**config.mk**
```make
export PLATFORM = sky130hd
export DESIGN_NAME = ffba_seq
export DESIGN_NICKNAME = d
export VERILOG_FILES = /design/src/hw/rtl/ffba_pkg.sv /design/src/hw/rtl/ffba_seq.sv
export VERILOG_INCLUDE_DIRS = /design/src /design/src/hw/rtl
export SDC_FILE = /design/constraint.sdc
export NUM_CORES = 1
export LEC_CHECK = 0
export BUFFER_PORTS_ARGS = -buffer_cell sky130_fd_sc_hd__buf_2
export CAP_MARGIN = 10
export CORE_ASPECT_RATIO = 2
export CORE_MARGIN = 3
export CORE_UTILIZATION = 60
export DETAILED_ROUTE_END_ITERATION = 6
export PLACE_DENSITY = 0.82
export SLEW_MARGIN = 20
export SYNTH_ARGS = -nofsm -noshare
export SYNTH_HDL_FRONTEND = slang
export SYNTH_SLANG_ARGS = --single-unit
```
**constraint.sdc**
```tcl
create_clock -name aclk -period 5.04 [get_ports aclk]
set_input_delay 0.756 -clock aclk [delete_from_list [all_inputs] [get_ports aclk]]
set_output_delay 0.756 -clock aclk [all_outputs]
set_load 0.03 [all_outputs]
```
**src/hw/rtl/first_fit_byte_arena_allocator_assert.svh**
```systemverilog
// Assertion macros used by the arena allocator sequencer.
`ifndef FIRST_FIT_BYTE_ARENA_ALLOCATOR_ASSERT_SVH
`define FIRST_FIT_BYTE_ARENA_ALLOCATOR_ASSERT_SVH

// Same-cycle implication, disabled while in reset.
`define FFBA_ASSERT_SAME(label, clk, rst_n, ante, cons) \
    label: assert property (@(posedge clk) disable iff (!rst_n) (ante) |-> (cons)) \
        else $error("ffba: same-cycle check failed");

// Next-cycle implication, disabled while in reset.
`define FFBA_ASSERT_NEXT(label, clk, rst_n, ante, cons) \
    label: assert property (@(posedge clk) disable iff (!rst_n) (ante) |=> (cons)) \
        else $error("ffba: next-cycle check failed");

`endif

```
**src/hw/rtl/ffba_pkg.sv**
```systemverilog
// Constants, types and helper functions of the first-fit arena allocator.
package ffba_pkg;

    localparam int MAX_ARENA = 1024;
    localparam int ADDR_W    = $clog2(MAX_ARENA);
    localparam int CNT_W     = $clog2(MAX_ARENA + 1);
    localparam int RUN_W     = (CNT_W > 8) ? CNT_W : 8;

    localparam int CFG_W    = 11;
    localparam int FUNC_W   = 2;
    localparam int LEN_W    = 8;
    localparam int POS_W    = 10;
    localparam int OUT_W    = 10;
    localparam int STATUS_W = 2;
    localparam int KIND_W   = 2;
    localparam int CELL_W   = 8;
    localparam int PLEN_W   = 7;

    localparam int IN_DATA_W  = ((LEN_W + POS_W + 7) / 8) * 8;
    localparam int OUT_BITS   = 4 * OUT_W + KIND_W;
    localparam int OUT_DATA_W = ((OUT_BITS + 7) / 8) * 8;

    localparam logic [FUNC_W-1:0] FUNC_ALLOC = 2'd0;
    localparam logic [FUNC_W-1:0] FUNC_FREE  = 2'd1;
    localparam logic [FUNC_W-1:0] FUNC_INFO  = 2'd2;
    localparam logic [FUNC_W-1:0] FUNC_MAP   = 2'd3;

    localparam logic [STATUS_W-1:0] ST_OK       = 2'd0;
    localparam logic [STATUS_W-1:0] ST_NOSPACE  = 2'd1;
    localparam logic [STATUS_W-1:0] ST_NOTBLOCK = 2'd2;

    localparam logic [KIND_W-1:0] KIND_FREE    = 2'd0;
    localparam logic [KIND_W-1:0] KIND_PAYLOAD = 2'd1;
    localparam logic [KIND_W-1:0] KIND_HEADER  = 2'd2;

    localparam logic [CELL_W-1:0] CELL_FREE    = 8'h00;
    localparam logic [CELL_W-1:0] CELL_PAYLOAD = 8'h58;
    localparam logic [CELL_W-1:0] HEADER_FLAG  = 8'h80;
    localparam logic [PLEN_W-1:0] LEN_LIMIT    = 7'h7f;
    localparam logic [OUT_W-1:0]  COUNT_SAT    = 10'd1023;
    localparam logic [CFG_W-1:0]  SIZE_RESET   = 11'd1024;

    typedef struct packed {
        logic [STATUS_W-1:0] status;
        logic [OUT_W-1:0]    block_start;
        logic [OUT_W-1:0]    block_count;
        logic [OUT_W-1:0]    used_bytes;
        logic [OUT_W-1:0]    largest_free;
        logic [KIND_W-1:0]   cell_kind;
    } result_t;

    typedef struct packed {
        logic              we;
        logic [ADDR_W-1:0] waddr;
        logic [CELL_W-1:0] wdata;
        logic [ADDR_W-1:0] raddr;
    } ram_req_t;

    function automatic logic [CNT_W-1:0] eff_size(input logic [CFG_W-1:0] a);
        logic [CNT_W-1:0] s;
        if (a == '0) begin
            s = CNT_W'(1);
        end else if (32'(a) > 32'(MAX_ARENA)) begin
            s = CNT_W'(MAX_ARENA);
        end else begin
            s = CNT_W'(a);
        end
        return s;
    endfunction

    function automatic logic [ADDR_W-1:0] clamp_pos(input logic [POS_W-1:0] p,
                                                    input logic [CNT_W-1:0] size);
        logic [ADDR_W-1:0] r;
        if (32'(p) >= 32'(size)) begin
            r = ADDR_W'(size - 1'b1);
        end else begin
            r = ADDR_W'(p);
        end
        return r;
    endfunction

    function automatic logic [OUT_W-1:0] sat_count(input int unsigned v);
        logic [OUT_W-1:0] r;
        if (v > 32'(COUNT_SAT)) begin
            r = COUNT_SAT;
        end else begin
            r = OUT_W'(v);
        end
        return r;
    endfunction

endpackage

```
**src/hw/rtl/ffba_seq.sv**
```systemverilog
// Sequencer that walks the arena for alloc, free, info and map requests.
`include "first_fit_byte_arena_allocator_assert.svh"

module ffba_seq (
    input  logic                          aclk,
    input  logic                          aresetn,
    input  logic [ffba_pkg::CNT_W-1:0]    size,
    input  logic                          in_valid,
    output logic                          in_ready,
    input  logic [ffba_pkg::FUNC_W-1:0]   in_func,
    input  logic [ffba_pkg::LEN_W-1:0]    in_len,
    input  logic [ffba_pkg::POS_W-1:0]    in_pos,
    output ffba_pkg::ram_req_t            ram_req,
    input  logic [ffba_pkg::CELL_W-1:0]   ram_rdata,
    output logic                          res_valid,
    input  logic                          res_ready,
    output ffba_pkg::result_t             result
);
    import ffba_pkg::*;

    localparam logic [2:0] S_CLEAR = 3'd0;
    localparam logic [2:0] S_IDLE  = 3'd1;
    localparam logic [2:0] S_SCAN  = 3'd2;
    localparam logic [2:0] S_WRITE = 3'd3;
    localparam logic [2:0] S_LOOK  = 3'd4;
    localparam logic [2:0] S_LOOKD = 3'd5;
    localparam logic [2:0] S_ERASE = 3'd6;
    localparam logic [2:0] S_DONE  = 3'd7;

    logic [2:0]        state_reg, state_next;
    logic [FUNC_W-1:0] func_reg, func_next;
    logic [PLEN_W-1:0] len_reg, len_next;
    logic [ADDR_W-1:0] pos_reg, pos_next;
    logic [CNT_W-1:0]  issue_reg, issue_next;
    logic              rd_vld_reg, rd_vld_next;
    logic [ADDR_W-1:0] rd_idx_reg, rd_idx_next;
    logic [RUN_W-1:0]  run_reg, run_next;
    logic [RUN_W-1:0]  best_reg, best_next;
    logic [CNT_W-1:0]  blocks_reg, blocks_next;
    logic [CNT_W-1:0]  used_reg, used_next;
    logic [ADDR_W-1:0] ptr_reg, ptr_next;
    logic [ADDR_W-1:0] last_reg, last_next;
    logic [ADDR_W-1:0] start_reg, start_next;
    result_t           res_reg, res_next;

    logic              issuing;
    logic              cell_free;
    logic [RUN_W-1:0]  run_inc;
    logic [RUN_W-1:0]  need;
    logic [RUN_W-1:0]  run_fin;
    logic [31:0]       erase_end;

    assign issuing   = (state_reg == S_SCAN) && (issue_reg < size);
    assign cell_free = (ram_rdata == CELL_FREE);
    assign run_inc   = run_reg + 1'b1;
    assign need      = RUN_W'(len_reg) + 1'b1;
    assign run_fin   = (run_reg > best_reg) ? run_reg : best_reg;
    // free stops at the end of the physical store, not at the arena size
    assign erase_end = 32'(pos_reg) + 32'(ram_rdata[PLEN_W-1:0]);

    assign in_ready  = (state_reg == S_IDLE);
    assign res_valid = (state_reg == S_DONE);
    assign result    = res_reg;

    always_comb begin
        state_next  = state_reg;
        func_next   = func_reg;
        len_next    = len_reg;
        pos_next    = pos_reg;
        issue_next  = issue_reg;
        rd_vld_next = 1'b0;
        rd_idx_next = rd_idx_reg;
        run_next    = run_reg;
        best_next   = best_reg;
        blocks_next = blocks_reg;
        used_next   = used_reg;
        ptr_next    = ptr_reg;
        last_next   = last_reg;
        start_next  = start_reg;
        res_next    = res_reg;

        ram_req.we    = 1'b0;
        ram_req.waddr = ptr_reg;
        ram_req.wdata = CELL_FREE;
        ram_req.raddr = (state_reg == S_SCAN) ? issue_reg[ADDR_W-1:0] : pos_reg;

        unique case (state_reg)
            S_CLEAR: begin
                ram_req.we = 1'b1;
                ptr_next   = ptr_reg + 1'b1;
                if (ptr_reg == ADDR_W'(MAX_ARENA - 1)) begin
                    state_next = S_IDLE;
                end
            end
            S_IDLE: begin
                if (in_valid) begin
                    func_next   = in_func;
                    len_next    = (in_len > LEN_W'(LEN_LIMIT)) ? LEN_LIMIT
                                                               : in_len[PLEN_W-1:0];
                    pos_next    = clamp_pos(in_pos, size);
                    issue_next  = '0;
                    run_next    = '0;
                    best_next   = '0;
                    blocks_next = '0;
                    used_next   = '0;
                    res_next    = '0;
                    if (in_func == FUNC_ALLOC || in_func == FUNC_INFO) begin
                        state_next = S_SCAN;
                    end else begin
                        state_next = S_LOOK;
                    end
                end
            end
            S_SCAN: begin
                if (issuing) begin
                    issue_next = issue_reg + 1'b1;
                end
                rd_vld_next = issuing;
                rd_idx_next = issue_reg[ADDR_W-1:0];
                if (rd_vld_reg) begin
                    if (func_reg == FUNC_ALLOC) begin
                        if (cell_free) begin
                            run_next = run_inc;
                            if (run_inc == need) begin
                                start_next = ADDR_W'(32'(rd_idx_reg) - 32'(len_reg));
                                ptr_next   = ADDR_W'(32'(rd_idx_reg) - 32'(len_reg));
                                last_next  = rd_idx_reg;
                                state_next = S_WRITE;
                            end
                        end else begin
                            run_next = '0;
                        end
                    end else begin
                        if (cell_free) begin
                            run_next = run_inc;
                        end else begin
                            best_next = run_fin;
                            run_next  = '0;
                            if (ram_rdata == CELL_PAYLOAD) begin
                                used_next = used_reg + 1'b1;
                            end else begin
                                blocks_next = blocks_reg + 1'b1;
                            end
                        end
                    end
                end else if (!issuing) begin
                    // whole arena walked
                    if (func_reg == FUNC_ALLOC) begin
                        res_next.status = ST_NOSPACE;
                    end else begin
                        res_next.block_count  = sat_count(32'(blocks_reg));
                        res_next.used_bytes   = sat_count(32'(used_reg));
                        res_next.largest_free = (run_fin == '0) ? '0
                                              : sat_count(32'(run_fin) - 32'd1);
                    end
                    state_next = S_DONE;
                end
            end
            S_WRITE: begin
                ram_req.we    = 1'b1;
                ram_req.wdata = (ptr_reg == start_reg) ? (HEADER_FLAG | CELL_W'(len_reg))
                                                      : CELL_PAYLOAD;
                ptr_next      = ptr_reg + 1'b1;
                if (ptr_reg == last_reg) begin
                    res_next.status      = ST_OK;
                    res_next.block_start = OUT_W'(start_reg);
                    state_next           = S_DONE;
                end
            end
            S_LOOK: begin
                state_next = S_LOOKD;
            end
            S_LOOKD: begin
                if (func_reg == FUNC_FREE) begin
                    if ((ram_rdata & HEADER_FLAG) != '0) begin
                        ptr_next   = pos_reg;
                        last_next  = (erase_end >= 32'(MAX_ARENA)) ? ADDR_W'(MAX_ARENA - 1)
                                                                   : ADDR_W'(erase_end);
                        state_next = S_ERASE;
                    end else begin
                        res_next.status = ST_NOTBLOCK;
                        state_next      = S_DONE;
                    end
                end else begin
                    if (cell_free) begin
                        res_next.cell_kind = KIND_FREE;
                    end else if (ram_rdata == CELL_PAYLOAD) begin
                        res_next.cell_kind = KIND_PAYLOAD;
                    end else begin
                        res_next.cell_kind = KIND_HEADER;
                    end
                    state_next = S_DONE;
                end
            end
            S_ERASE: begin
                ram_req.we = 1'b1;
                ptr_next   = ptr_reg + 1'b1;
                if (ptr_reg == last_reg) begin
                    res_next.status = ST_OK;
                    state_next      = S_DONE;
                end
            end
            S_DONE: begin
                if (res_ready) begin
                    state_next = S_IDLE;
                end
            end
            default: begin
                state_next = S_IDLE;
            end
        endcase
    end

    always_ff @(posedge aclk) begin
        if (!aresetn) begin
            state_reg  <= S_CLEAR;
            ptr_reg    <= '0;
            rd_vld_reg <= 1'b0;
        end else begin
            state_reg  <= state_next;
            ptr_reg    <= ptr_next;
            rd_vld_reg <= rd_vld_next;
        end
    end

    always_ff @(posedge aclk) begin
        func_reg   <= func_next;
        len_reg    <= len_next;
        pos_reg    <= pos_next;
        issue_reg  <= issue_next;
        rd_idx_reg <= rd_idx_next;
        run_reg    <= run_next;
        best_reg   <= best_next;
        blocks_reg <= blocks_next;
        used_reg   <= used_next;
        last_reg   <= last_next;
        start_reg  <= start_next;
        res_reg    <= res_next;
    end

    `FFBA_ASSERT_NEXT(a_accept_leaves_idle, aclk, aresetn, in_valid && in_ready, state_reg != S_IDLE)
    `FFBA_ASSERT_SAME(a_write_states, aclk, aresetn, ram_req.we, state_reg == S_CLEAR || state_reg == S_WRITE || state_reg == S_ERASE)
    `FFBA_ASSERT_SAME(a_run_below_need, aclk, aresetn, state_reg == S_SCAN && func_reg == FUNC_ALLOC, run_reg < need)
    `FFBA_ASSERT_SAME(a_fill_in_span, aclk, aresetn, state_reg == S_WRITE, ptr_reg >= start_reg && ptr_reg <= last_reg)

endmodule

```
Word-level counts from Yosys, hierarchy flattened

Index checks and enable logic that the tools add are counted.

Output and inout bits: 75
Logic and storage cells: 183
Input port bits: 43
Register bits after elaboration: 162

Eq/ne operators: 39
Muxes and demuxes: 76
$add $sub $neg: 10
Reductions and logical operators: 30
Order comparisons: 8

Operators with widths:

| cell                                                            | count |
|---|---|
| 2-to-1 mux 10 bit                                               | 19 |
| 2-to-1 mux 11 bit                                               | 16 |
| one-hot mux 11 bit (2 select lines)                             | 5 |
| 2-to-1 mux 30 bit                                               | 3 |
| one-hot mux 30 bit (2 select lines)                             | 1 |
| adder 11 x 1 -> 11 bit, second input constant                   | 4 |
| 2-to-1 mux 44 bit                                               | 1 |
| one-hot mux 10 bit (2 select lines)                             | 2 |
| 2-to-1 mux 3 bit                                                | 11 |
| greater-than comparator 32 x 10 -> 1 bit, second input constant | 1 |
| != test 2 bit, second input constant                            | 16 |
| one-hot mux 10 bit (3 select lines)                             | 1 |
| greater-than comparator 11 x 10 -> 1 bit, second input constant | 2 |
| one-hot mux 3 bit (7 select lines)                              | 1 |
| equality test 10 bit                                            | 2 |
| 2-to-1 mux 2 bit                                                | 9 |
| 2-to-1 mux 8 bit                                                | 2 |
| AND reduction 5 bit                                             | 3 |
| AND reduction 7 bit                                             | 2 |
| equality test 3 bit, second input constant                      | 4 |
| 2-to-1 mux 12 bit                                               | 1 |
| AND reduction 3 bit                                             | 4 |
| AND reduction 6 bit                                             | 2 |
| subtractor 11 x 1 -> 12 bit, second input constant              | 1 |
| other kinds (37)                                                | 50 |

Depth between registers and ports, before layout

Gate-level depths: netlist of the first run.

Depth in word-level cells: 10
Mapped depth: 17

Worst setup path after synthesis of the first run

Ideal clock, no wire load.

Kind: flip-flop to flip-flop
From: reg state_reg[1]
To: reg res_reg (netlist bit result[10]), enable pin
Path buffers: 1
Setup time: 0.463 ns
Period minus slack after synthesis: 4.835 ns
Arrival time: 4.372 ns
Stages on the path, launching flop included: 9
Path slack: 0.205 ns
Data required time: 4.577 ns
Path through: dfxtp_1 inv_1 ha_1 clkbuf_1 nor2b_1 nand2_1 inv_1 nor2_1 a211oi_1

RTL lines:

| item                                                                 | RTL line        | source |
|---|---|---|
| start: declaration                                                   | ffba_seq.sv:30  | `logic [2:0] state_reg, state_next;` |
| start signal: assignment                                             | ffba_seq.sv:220 | `state_reg <= state_next;` |
| equality test 3 x 1 -> 1 bit *                                       | n/a             |  |
| via in_ready                                                         | ffba_seq.sv:9   | `output logic in_ready,` |
| != test 2 bit (no source line) or nonzero test 2 bit (tied branches) | n/a             |  |
| AND reduction 5 bit (no source line) *                               | n/a             |  |
| end signal: assignment                                               | ffba_seq.sv:238 | `res_reg <= res_next;` |
| end: declaration                                                     | ffba_seq.sv:44  | `result_t res_reg, res_next;` |

The timed path passes the listed nets; every way through them passes the cells marked *.
A chain may end at the register's enable or synchronous reset.

Final worst setup path of the first run

From: reg run_reg[8]
To: reg res_reg (netlist bit result[8]) (data pin)

Word-level cells in the longest chain between the ends: 10

RTL lines:

| item                                     | RTL line        | source |
|---|---|---|
| start: declaration                       | ffba_seq.sv:37  | `logic [RUN_W-1:0] run_reg, run_next;` |
| start signal: assignment                 | ffba_seq.sv:232 | `run_reg <= run_next;` |
| greater-than comparator 11 bit           | ffba_seq.sv:57  | `assign run_fin = (run_reg > best_reg) ? run_reg : best_reg;` |
| 2-to-1 mux 11 bit *                      | ffba_seq.sv:57  |  |
| subtractor 11 x 1 -> 12 bit              | ffba_seq.sv:154 | `: sat_count(32'(run_fin) - 32'd1);` |
| greater-than comparator 32 x 10 -> 1 bit | ffba_pkg.sv:84  | `if (v > 32'(COUNT_SAT)) begin` |
| 2-to-1 mux 10 bit                        | ffba_pkg.sv:84  |  |
| 2-to-1 mux 10 bit *                      | ffba_seq.sv:153 | `res_next.largest_free = (run_fin == '0) ? '0` |
| 2-to-1 mux 30 bit *                      | ffba_seq.sv:148 | `if (func_reg == FUNC_ALLOC) begin` |
| 2-to-1 mux 30 bit *                      | ffba_seq.sv:146 | `end else if (!issuing) begin` |
| 2-to-1 mux 30 bit *                      | ffba_seq.sv:120 | `if (rd_vld_reg) begin` |
| one-hot mux 30 bit (2 select lines) *    | ffba_seq.sv:87  | `unique case (state_reg)` |

Every way passes the cells marked *; elsewhere a longest branch is shown, timed or not. The select of a mux whose other input is x is not followed.

==> out/results.ini, run 1 <==
[floorplanning]
die_w_um = 98.55
die_area_um2 = 18830
placementRows = 67
initial_utilization = 0.6131
fp.dieH_um = 191.1
core_um2 = 16770
io_pins = 118

[worst_setup_path]
worst-path-buf-inv = 1
crit_slowest_cell = edfxtp_1
crit_family = simple AND/OR/NAND/NOR gates
critPathLaunchType = flip-flop
criticalPathCategory = reg2reg
cp.arrival_ns = 4.34
crit_fanout = 17
max_stage_delay_ns = 0.58
cp_common_cell = a21oi_1
cp.required_ns = 5.21
path_cells = ha_1 -> nand4_1 -> nor3_2 -> or2_1 -> o21bai_1 -> nand2_1 -> a21oi_1 -> ha_1 -> clkinv_1 -> or3_1 -> xnor2_1 -> nor2_1 -> a21oi_1 -> a21oi_1
crit_path_end_kind = flip-flop

[synthesis]
ys.flop_type = edfxtp_1
ys_types = 79
ys_ff_latch = 162
avgSynthCellArea_um2 = 9.941
ys_warn_count = 0
async_flop_share = 0
synth_edf_count = 148
syn_nets = 1137
synthesis.area_um2 = 10280
syn_inst = 1034
ys_seq_area_frac = 0.4596

[sta]
timing.hold.ws_ns = 0.5184
max-slew-margin-rel = 0.4041
worst_pin_slew_ns = 0.8920
fmaxAchievable_mhz = 239.9
slew_viol_final = 0
fin_crit_ns = 4.169
finalCritPeriodShare = 0.8272
setup_viol = 0
skew_ns = 0.01018
rsz0062_at_grt = false
fin_tns_setup_ns = 0
final-hold-violation-count = 0

[grt]
track_usage = 0.2913
grt_pass1_wl_um = 42530
antenna_found_initial = 0
grt_overflow_total = 0
grt_max_degree = 78
grt_pass1_vias = 8331

[final_layout]
fin_cells = 1353
largest_reg_flops = 44
regArea_um2 = 4725
nets = 1236
syn_to_final_growth_pct = 12.76
multi_input_area_um2 = 5100
nFillCells = 1337
layout-drive-gt1-share = 0.1806
diodes = 0

[power]
ir_drop_mv = 0.3782
seq_power_share = 0.361
power.switching_mw = 3.215
power_density_nw_per_um2 = 623.1
leakage_nw = 4.707
p_clk_frac = 0.182
p_int_mw = 4.006
p_comb_frac = 0.457
swShare = 0.4452
total_power_mw = 7.222

[worst_hold_path]
hold_path_class = in2reg

[drt]
drt_wl_total_um = 27030
viasPerCell = 6.095
route.detailed.drc = 0
wire_per_inst_um = 19.98
ant_nets = 0
dr.pass1.iters = 5
drtIter0Drc = 512
route.vias.total = 8246

[clock_tree]
worstSkewPairLatency_ns = 0.43
path_clk_slew_ns = 0.07
post_cts_resized = 0
cts_tree = yes
cts_sinks = 162
cts_root_buf = clkbuf_16
holdBufCountCts = 0
clk_path_buf_depth = 2
cts_setup_buffers = 0
cts_max_level = 4
cts-buffers-inserted = 17

[placement]
port_buffers = 117
hpwl_um = 20690
gp_congestion = 0.9486
placedCellCount = 1321

[run_status]
status = finished, final reports clean

[job]
cap_viol_max_count = 0

-- final timing paths --
check | slack (ns) | start | cells after the start | endpoint
worst max-delay path | 0.87 | run_reg[8] | 14 | result[8]
worst min-delay path | 0.52 | in_func[1] | 1 | func_reg[1]
worst max register to register | 0.87 | run_reg[8] | 14 | result[8]
worst min register to register | 0.56 | issue_reg[1] | 0 | rd_idx_reg[1]
-- per-stage QoR --
stage          cell area (um2)  setup WS (ns)  utilization
2_1_floorplan            10280         0.2047            -
3_3_place_gp             10990         0.9687       0.6554
3_5_place_dp             10990         0.9228       0.6554
4_1_cts                  11590         0.9015       0.6910
5_1_grt                  11590         0.5839       0.6913
6_report                 11590         0.8709       0.6913
-- kinds of logic (layout without fill, tap and decap cells) --
kind of cell / Yosys count / in the layout / share of synthesized area
flip-flops: 162 / 162 / 0.4596
buffers and inverters: 112 / 224 / 0.04601
AND/OR/NAND/NOR: 397 / 397 / 0.1878
XOR/XNOR: 97 / 97 / 0.08399
adder cells (fa/ha/maj): 61 / 61 / 0.07632
AO/OA/AOI/OAI: 180 / 180 / 0.1195
multiplexers: 25 / 25 / 0.02666
-- cell type report --
cell class	instances	area share
multi-input cells	760	0.4400
flip-flops and latches	162	0.4076
repair buffers	128	0.05765
clock buffers	18	0.03703
well taps	207	0.02235
inverters	64	0.02073
clock inverters	14	0.01457
-- placed cells by master, fill, tap and decap left out, types with 25 or more instances in the layout --
master,n
nand2_1,89
a21oi_1,53
nor2_1,126
nor3_1,25
nand3_1,42
o21ai_0,37
buf_2,117
ha_1,57
xor2_1,45
xnor2_1,51
edfxtp_1,148
inv_1,61
-- cell usage after synthesis (all sizes together) (3+ instances only) --
cell,n,area (um2)
fa,3,60.06
xor2,45,394.1
or4,3,30.03
clkbuf,31,116.4
nand2b,5,31.28
a31oi,5,31.28
ha,57,713.2
o22a,6,52.55
xnor2,51,446.7
o22ai,3,25.02
a221oi,4,41.29
o21a,3,22.52
a21oi,55,279.0
or2,10,62.56
mux2,9,101.4
a21o,13,97.59
nand2,93,361.6
nor2,127,479.2
a211oi,6,45.04
a21boi,4,30.03
nor3,27,151.4
mux2i,16,172.7
nor4,11,75.07
o21ai,38,190.2
o2111ai,3,32.53
dfxtp,14,280.3
and4,4,35.03
nand3,43,220.2
a221o,9,90.09
inv,62,232.7
buf,17,116.4
a22o,3,26.28
or3,18,122.6
and2,17,106.4
nand4,12,75.07
and3,16,100.1
o211ai,9,67.56
nor2b,8,50.05
edfxtp,148,4444
-- power by group through the flow --
stage	clock network, mW	logic [mW]	registers [mW]
6_report	1.32	3.30	2.60
3_5_place_dp	0	3.27	2.61
2_1_floorplan	0	2.16	2.75
3_3_place_gp	0	3.23	2.60
5_1_grt	1.38	3.60	2.67
4_1_cts	1.32	3.30	2.59
-- per-layer routing --
| layer | global-route usage | up-vias | share of wire |
|---|---|---|---|
| met5 | 0 | - | 0 |
| met4 | 0.1789 | 0 | 0.058 |
| met3 | 0.03068 | 83 | 0.058 |
| met2 | 0.5404 | 366 | 0.54 |
| met1 | 0.3101 | 3916 | 0.34 |
| li1 | - | 3881 | - |
Power figures use the tool's default switching activity.
==> inputs of run 2 (changes only) <==
ABC_AREA = 1   (was default)
clock period = 3.9 ns   (was 5.04 ns; I/O delays follow)
==> run 2 against run 1 <==
Compared with the run above:
- combinational power is 95% lower
- setup slack worse by 0.49 ns
- global-route usage is 0.47 points higher
- highest routed layer unchanged
- register-to-register slack worse by 0.19 ns
- via count is 9.5% higher
- largest power group is now sequential cells
==> out/results.ini, run 2 <==
[sta]
fin_crit_ns = 3.515
finalCritPeriodShare = 0.9013
final-hold-violation-count = 0  ; unchanged
skew_ns = 0.009003  ; -0.001175 ns
fmaxAchievable_mhz = 284.5
max-slew-margin-rel = 0.3042  ; -0.09999
rsz0062_at_grt = false
timing.hold.ws_ns = 0.3369  ; -0.1815 ns
fin_tns_setup_ns = 0  ; unchanged
worst_pin_slew_ns = 1.017  ; +0.1255 ns
setup_viol = 0  ; unchanged
slew_viol_final = 0  ; unchanged

[final_layout]
final_common_cell = nand2_1
fin_area_um2 = 11770  ; +1.5%
post-route-util = 0.7018  ; +0.01052
largest_reg_flops = 44  ; unchanged
layout-drive-gt1-share = 0.1683  ; -0.01238
syn_to_final_growth_pct = 14.20
nets = 1457  ; +18%
final_cell_mix = nand2_1, inv_1, nor2_1

[worst_setup_path]
worst-path-buf-inv = 2  ; +1
path_cells = inv_1 -> nor2_1 -> nor3_1 -> nand4_1 -> a2111oi_0 -> nand3_1 -> nor2_1 -> buf_2
crit_fanout = 5  ; -12
crit_family = simple AND/OR/NAND/NOR gates
reg2reg_from = run_reg[0]
crit_path_end_kind = output pin
cp.required_ns = 3.31  ; -1.90 ns
criticalPathCategory = reg2out
worstReg2RegEnd = result[9]
cp_common_cell = nor2_1
crit_slowest_cell = a2111oi_0
cp.arrival_ns = 2.93  ; -1.41 ns
r2r_cells = 15  ; +1
critPathLaunchType = flip-flop
max_stage_delay_ns = 0.82  ; +0.24 ns
r2r_setup_slack_ns = 0.68  ; -0.19 ns

[synthesis]
synth.area.top_cells = edfxtp_1, nand2_1, ha_1
yosysTopAreaCell = edfxtp_1
avgSynthCellArea_um2 = 8.377  ; -16%
synthTopCellsByCount = nand2_1, inv_1, nor2_1
ys_ff_latch = 162  ; unchanged
syn_nets = 1333  ; +17%
syn_inst = 1230  ; +19%
yosysMostFrequentCell = nand2_1
ys_seq_area_frac = 0.4585  ; -0.001116
ys_types = 52  ; -34%
synth_top_area_frac = 0.4313  ; -0.001050
synthesis.area_um2 = 10300  ; +0.24%
ys.flop_type = edfxtp_1
async_flop_share = 0  ; unchanged
synth_edf_count = 148  ; unchanged
ys_warn_count = 0  ; unchanged

[drt]
route.vias.total = 9027  ; +9.5%
drt_wl_total_um = 27260  ; +0.83%
drtIter0Drc = 670  ; +31%
wire_per_inst_um = 17.31  ; -13%
route.detailed.drc = 0  ; unchanged
dr.pass1.iters = 6  ; +1
viasPerCell = 5.731  ; -6.0%
ant_nets = 0  ; unchanged

[clock_tree]
post_cts_resized = 0  ; unchanged
worstSkewPairLatency_ns = 0.44  ; about the same
cts_root_buf = clkbuf_16
cts-buffers-inserted = 17  ; unchanged
cts_setup_buffers = 0  ; unchanged
cts_sinks = 162  ; unchanged
cts_tree = yes
holdBufCountCts = 0  ; unchanged
path_clk_slew_ns = 0.06  ; about the same
clk_path_buf_depth = 2  ; unchanged
cts_max_level = 4  ; unchanged

[power]
ir_drop_mv = 0.3034  ; -20%
total_power_mw = 3.798  ; -47%
power_density_nw_per_um2 = 322.8  ; -48%
leakage_nw = 5.468  ; +16%

[floorplanning]
fp.dieH_um = 191.3  ; +0.12%
die_area_um2 = 18880  ; +0.23%
placementRows = 67  ; unchanged
io_pins = 118  ; unchanged
initial_utilization = 0.6146  ; +0.001493
die_w_um = 98.66  ; +0.11%
core_um2 = 16770  ; unchanged

[job]
cap_viol_max_count = 0  ; unchanged

[placement]
port_buffers = 117  ; unchanged
post_dp_cell_area_um2 = 11140  ; +1.4%
gp_congestion = 0.9444  ; -0.44%
hpwl_um = 21060  ; +1.8%

[grt]
grt_overflow_total = 0  ; unchanged
antenna_found_initial = 1  ; +1
grt_pass1_wl_um = 43910  ; +3.2%
grt_max_degree = 52  ; -33%
grt_pass1_vias = 9163  ; +10%
track_usage = 0.2960  ; +0.004726

[run_status]
status = finished, final reports clean

[worst_hold_path]
hold_start = in_func[1]
hold_path_class = in2reg
whs_path_depth = 1  ; unchanged
holdPathEnd = func_reg[1]

[run 2: cell type report]
cell class	instances	area [um2]
tap	207	259.0
clock buffer	17	425.4
timing repair buffer	132	698.2
antenna	1	2.502
clock inverter	15	193.9
sequential	162	4725
fill	1364	5000
inverter	199	747.0
multi-input combinational	842	4716
[run 2: logic make-up after synthesis]
logic type,after synthesis,share of synthesized area
AO/OA/AOI/OAI,185,0.09872
XOR/XNOR,41,0.03558
adder cells (fa/ha/maj),60,0.07505
buffers and inverters,226,0.08537
flip-flops,162,0.4585
AND/OR/NAND/NOR,556,0.2468
[run 2: metrics by stage]
stage | setup WS [ns] | instances
2_1_floorplan | 0.06374 | 1230
3_3_place_gp | 0.9064 | 1542
3_5_place_dp | 0.7987 | 1542
4_1_cts | 0.3353 | 1574
5_1_grt | 0.1005 | 1575
6_report | 0.3849 | 1575
[run 2: layer usage]
metal / GRT usage / vias up / wire, um / share of wire
met5: 0 / - / 0 / 0
met4: 0.2052 / 0 / 1911 / 0.070
met3: 0.05405 / 125 / 1470 / 0.054
met2: 0.5490 / 384 / 14740 / 0.54
met1: 0.2894 / 4163 / 9135 / 0.34
li1: - / 4355 / - / -
[run 2: how the worst max path moves through the flow]
| stage | start | end | slack (ns) | cells after the start |
|---|---|---|---|---|
| after floorplan | state_reg[1] | blocks_reg[0] | 0.06 | 10 |
| after global placement | run_reg[0] | result[6] | 0.91 | 15 |
| after detailed placement | run_reg[0] | result[4] | 0.80 | 15 |
| after CTS | start_reg[8] | ram_req[11] | 0.34 | 8 |
| after global routing | ptr_reg[8] | ram_req[11] | 0.10 | 8 |
| final | start_reg[8] | ram_req[11] | 0.38 | 8 |
[run 2: power breakdown]
part / internal, mW / switching (mW) / total (mW)
sequential: 1.87 / 0.00595 / 1.88
clock: 1.03 / 0.739 / 1.77
combinational: 0.0631 / 0.0916 / 0.155
[run 2: worst register-to-register path: cells and delay by family (launching register included)]
family        cells  cell delay [ns]
simple gates     12             1.84
flops             1             0.48
buf+inv           1             0.14
fa+ha+maj         2             0.53
==> inputs of run 3 (changes only) <==
--- a/config.mk
+++ b/config.mk
@@ -10,9 +10,10 @@
 export BUFFER_PORTS_ARGS = -buffer_cell sky130_fd_sc_hd__buf_2
 export CAP_MARGIN = 10
-export CORE_ASPECT_RATIO = 2
+export CORE_ASPECT_RATIO = 0.6
 export CORE_MARGIN = 3
-export CORE_UTILIZATION = 60
+export CORE_UTILIZATION = 61
+export CTS_BUF_LIST = sky130_fd_sc_hd__clkbuf_8
 export DETAILED_ROUTE_END_ITERATION = 6
-export PLACE_DENSITY = 0.82
+export PLACE_DENSITY = 0.83
 export SLEW_MARGIN = 20
 export SYNTH_ARGS = -nofsm -noshare
==> constraint.sdc (replaced) <==
create_clock -name aclk -period 3.9 [get_ports aclk]
set_input_delay 0.195 -clock aclk [delete_from_list [all_inputs] [get_ports aclk]]
set_output_delay 0.195 -clock aclk [all_outputs]
set_load 0.03 [all_outputs]
==> run 3 against run 2 <==
Compared with the run above:
- final cell count grew 1.7%
- sequential share of layout area rose by 0.45 points
- critical path depth grew 7
- critical endpoint is now result[8]
- register-to-register slack worse by 0.03 ns
- highest routed layer unchanged
- power fell by 13%
- via count is 0.33% higher
- hold slack got worse by 0.27 ns
- global-route usage shrank 1.1 points
- utilization increased by 0.78 points
==> out/results.ini, run 3 (synthesized netlist as in run 2, its figures left out) <==
[placement]
hpwl_um = 20060  ; -4.8%
port_buffers = 117  ; unchanged
gp_congestion = 0.9351  ; -0.98%

[drt]
route.vias.total = 9057  ; +0.33%
ant_nets = 0  ; unchanged
viasPerCell = 5.657  ; -1.3%
dr.pass1.iters = 7  ; +1
drtIter0Drc = 1164  ; +74%
route.detailed.drc = 0  ; unchanged
wire_per_inst_um = 16.46  ; -4.9%
drt_wl_total_um = 26360  ; -3.3%

[grt]
grt_overflow_total = 0  ; unchanged
grt_max_degree = 54  ; +3.8%
grt_pass1_wl_um = 41920  ; -4.5%
track_usage = 0.2849  ; -0.01110
grt_pass1_vias = 8202  ; -10%
antenna_found_initial = 0  ; -1
busiest_layer = met1
met1_usage = 0.4402  ; +0.1507
use_met3 = 0.05980  ; +0.005748
grtUsageMet2 = 0.4138  ; -0.1352

[run_status]
status = finished, final reports clean

[sta]
skew_ns = 0.02127  ; +0.01227 ns
fin_crit_ns = 3.255  ; -0.2602 ns
max-slew-margin-rel = 0.4761  ; +0.1719
timing.hold.ws_ns = 0.06224  ; -0.2747 ns
fin_tns_setup_ns = 0  ; unchanged
fmaxAchievable_mhz = 307.2  ; +8.0%
setup_viol = 0  ; unchanged
final-hold-violation-count = 0  ; unchanged
finalCritPeriodShare = 0.8346  ; -0.06673
slew_viol_final = 0  ; unchanged
worst_pin_slew_ns = 0.7830  ; -0.2345 ns
rsz0062_at_grt = false

[worst_setup_path]
criticalPathCategory = reg2reg
r2r_setup_slack_ns = 0.65  ; -0.03 ns
crit_path_end_kind = flip-flop
critPathLaunchType = flip-flop
cp.required_ns = 4.14  ; +0.83 ns
worstReg2RegEnd = result[8]
crit_fanout = 13  ; +8
path_cells = inv_1 -> ha_1 -> and3_1 -> nand4_2 -> nand2_2 -> nand2_1 -> nand2_2 -> ha_1 -> nand2_1 -> nor2_4 -> nand3_2 -> nand2_4 -> nand3_4 -> nor2_1 -> nor2_1
crit_slowest_cell = edfxtp_1
r2r_cells = 15  ; unchanged
max_stage_delay_ns = 0.51  ; -0.31 ns
reg2reg_from = run_reg[0]
cp.arrival_ns = 3.49  ; +0.56 ns

[clock_tree]
post_cts_resized = 0  ; unchanged
path_clk_slew_ns = 0.10  ; +0.04 ns
cts_tree = yes
cts_root_buf = clkbuf_8
cts_setup_buffers = 0  ; unchanged
cts-buffers-inserted = 17  ; unchanged
worstSkewPairLatency_ns = 0.48  ; +0.04 ns
holdBufCountCts = 9  ; +9
cts_sinks = 162  ; unchanged
clk_path_buf_depth = 2  ; unchanged
cts_max_level = 4  ; unchanged

[floorplanning]
initial_utilization = 0.6284  ; +0.01388
io_pins = 118  ; unchanged
fp.dieH_um = 106.7  ; -44%
placementRows = 36  ; -46%
die_w_um = 173.8  ; +76%
die_area_um2 = 18540  ; -1.8%
core_um2 = 16400  ; -2.2%

[power]
ir_drop_mv = 0.2160  ; -29%
power_density_nw_per_um2 = 283.1  ; -12%
total_power_mw = 3.293  ; -13%
leakage_nw = 5.388  ; -1.5%

[final_layout]
diodes = 0  ; -1
syn_to_final_growth_pct = 12.92
layout-drive-gt1-share = 0.1653  ; -0.002920
nFillCells = 1328  ; -2.6%
final_cell_mix = nand2_1, inv_1, nor2_1
nets = 1463  ; +0.41%
largest_reg_flops = 44  ; unchanged
final_common_cell = nand2_1

[job]
cap_viol_max_count = 0  ; unchanged

[worst_hold_path]
hold_path_class = in2reg
holdPathEnd = len_reg[3]
whs_path_depth = 2  ; +1
hold_start = in_len[7]

==> run 3: cell count changes in the layout (fill, tap and decap cells not counted), sizes merged <==
cell         change
dlygate4sd3      +9
buf              -3
bufinv           -2
inv              +2
clkinv           -1
clkinvlp         +1
diode            -1
==> run 3: how the worst max path moves through the flow <==
stage                            start       endpoint  cells past startpoint
after floorplan           state_reg[1]  blocks_reg[0]                     10
after global placement      run_reg[0]      result[6]                     15
after detailed placement    run_reg[0]     result[11]                     15
after CTS                   run_reg[0]      result[8]                     15
after global routing        run_reg[0]      result[2]                     15
final                       run_reg[0]      result[8]                     15
==> run 3: area by class of cell <==
cell class / instances / area [um2] / area share
Timing Repair Buffer: 138 / 765.7 / 0.06581
Inverter: 199 / 747.0 / 0.06420
Multi-Input combinational cell: 842 / 4716 / 0.4053
Sequential cell: 162 / 4725 / 0.4061
Clock buffer: 17 / 234.0 / 0.02011
Tap cell: 228 / 285.3 / 0.02452
Clock inverter: 15 / 162.7 / 0.01398
==> run 3: critical path: cells and delay by family, from the launching register on <==
kind	cells	cell delay, ns
buf+inv	1	0.13
fa+ha+maj	2	0.52
simple gates	12	1.83
flops	1	0.51
==> run 3: metal layers <==
layer  share of wire  wire length [um]  up-vias
li1                -                 -     4367
met2            0.41             10830      491
met3            0.11              2892       36
met5               0                 0        -
met1            0.47             12290     4163
met4           0.013               344        0
==> run 3: power breakdown <==
part	switching [mW]	internal (mW)	total (mW)
clock	0.724	0.535	1.26
combinational	0.0899	0.0690	0.159
sequential	0.00557	1.87	1.88
==> run 3: stage by stage <==
step / std cells / util / setup slack [ns] / cell area (um2)
after floorplan: 1230 / - / 0.06374 / 10310
after global placement: 1560 / 0.6799 / 0.8974 / 11150
after detailed placement: 1560 / 0.6799 / 0.7348 / 11150
after CTS: 1601 / 0.7096 / 0.6925 / 11630
after global routing: 1601 / 0.7096 / 0.3624 / 11630
final: 1601 / 0.7096 / 0.6452 / 11630
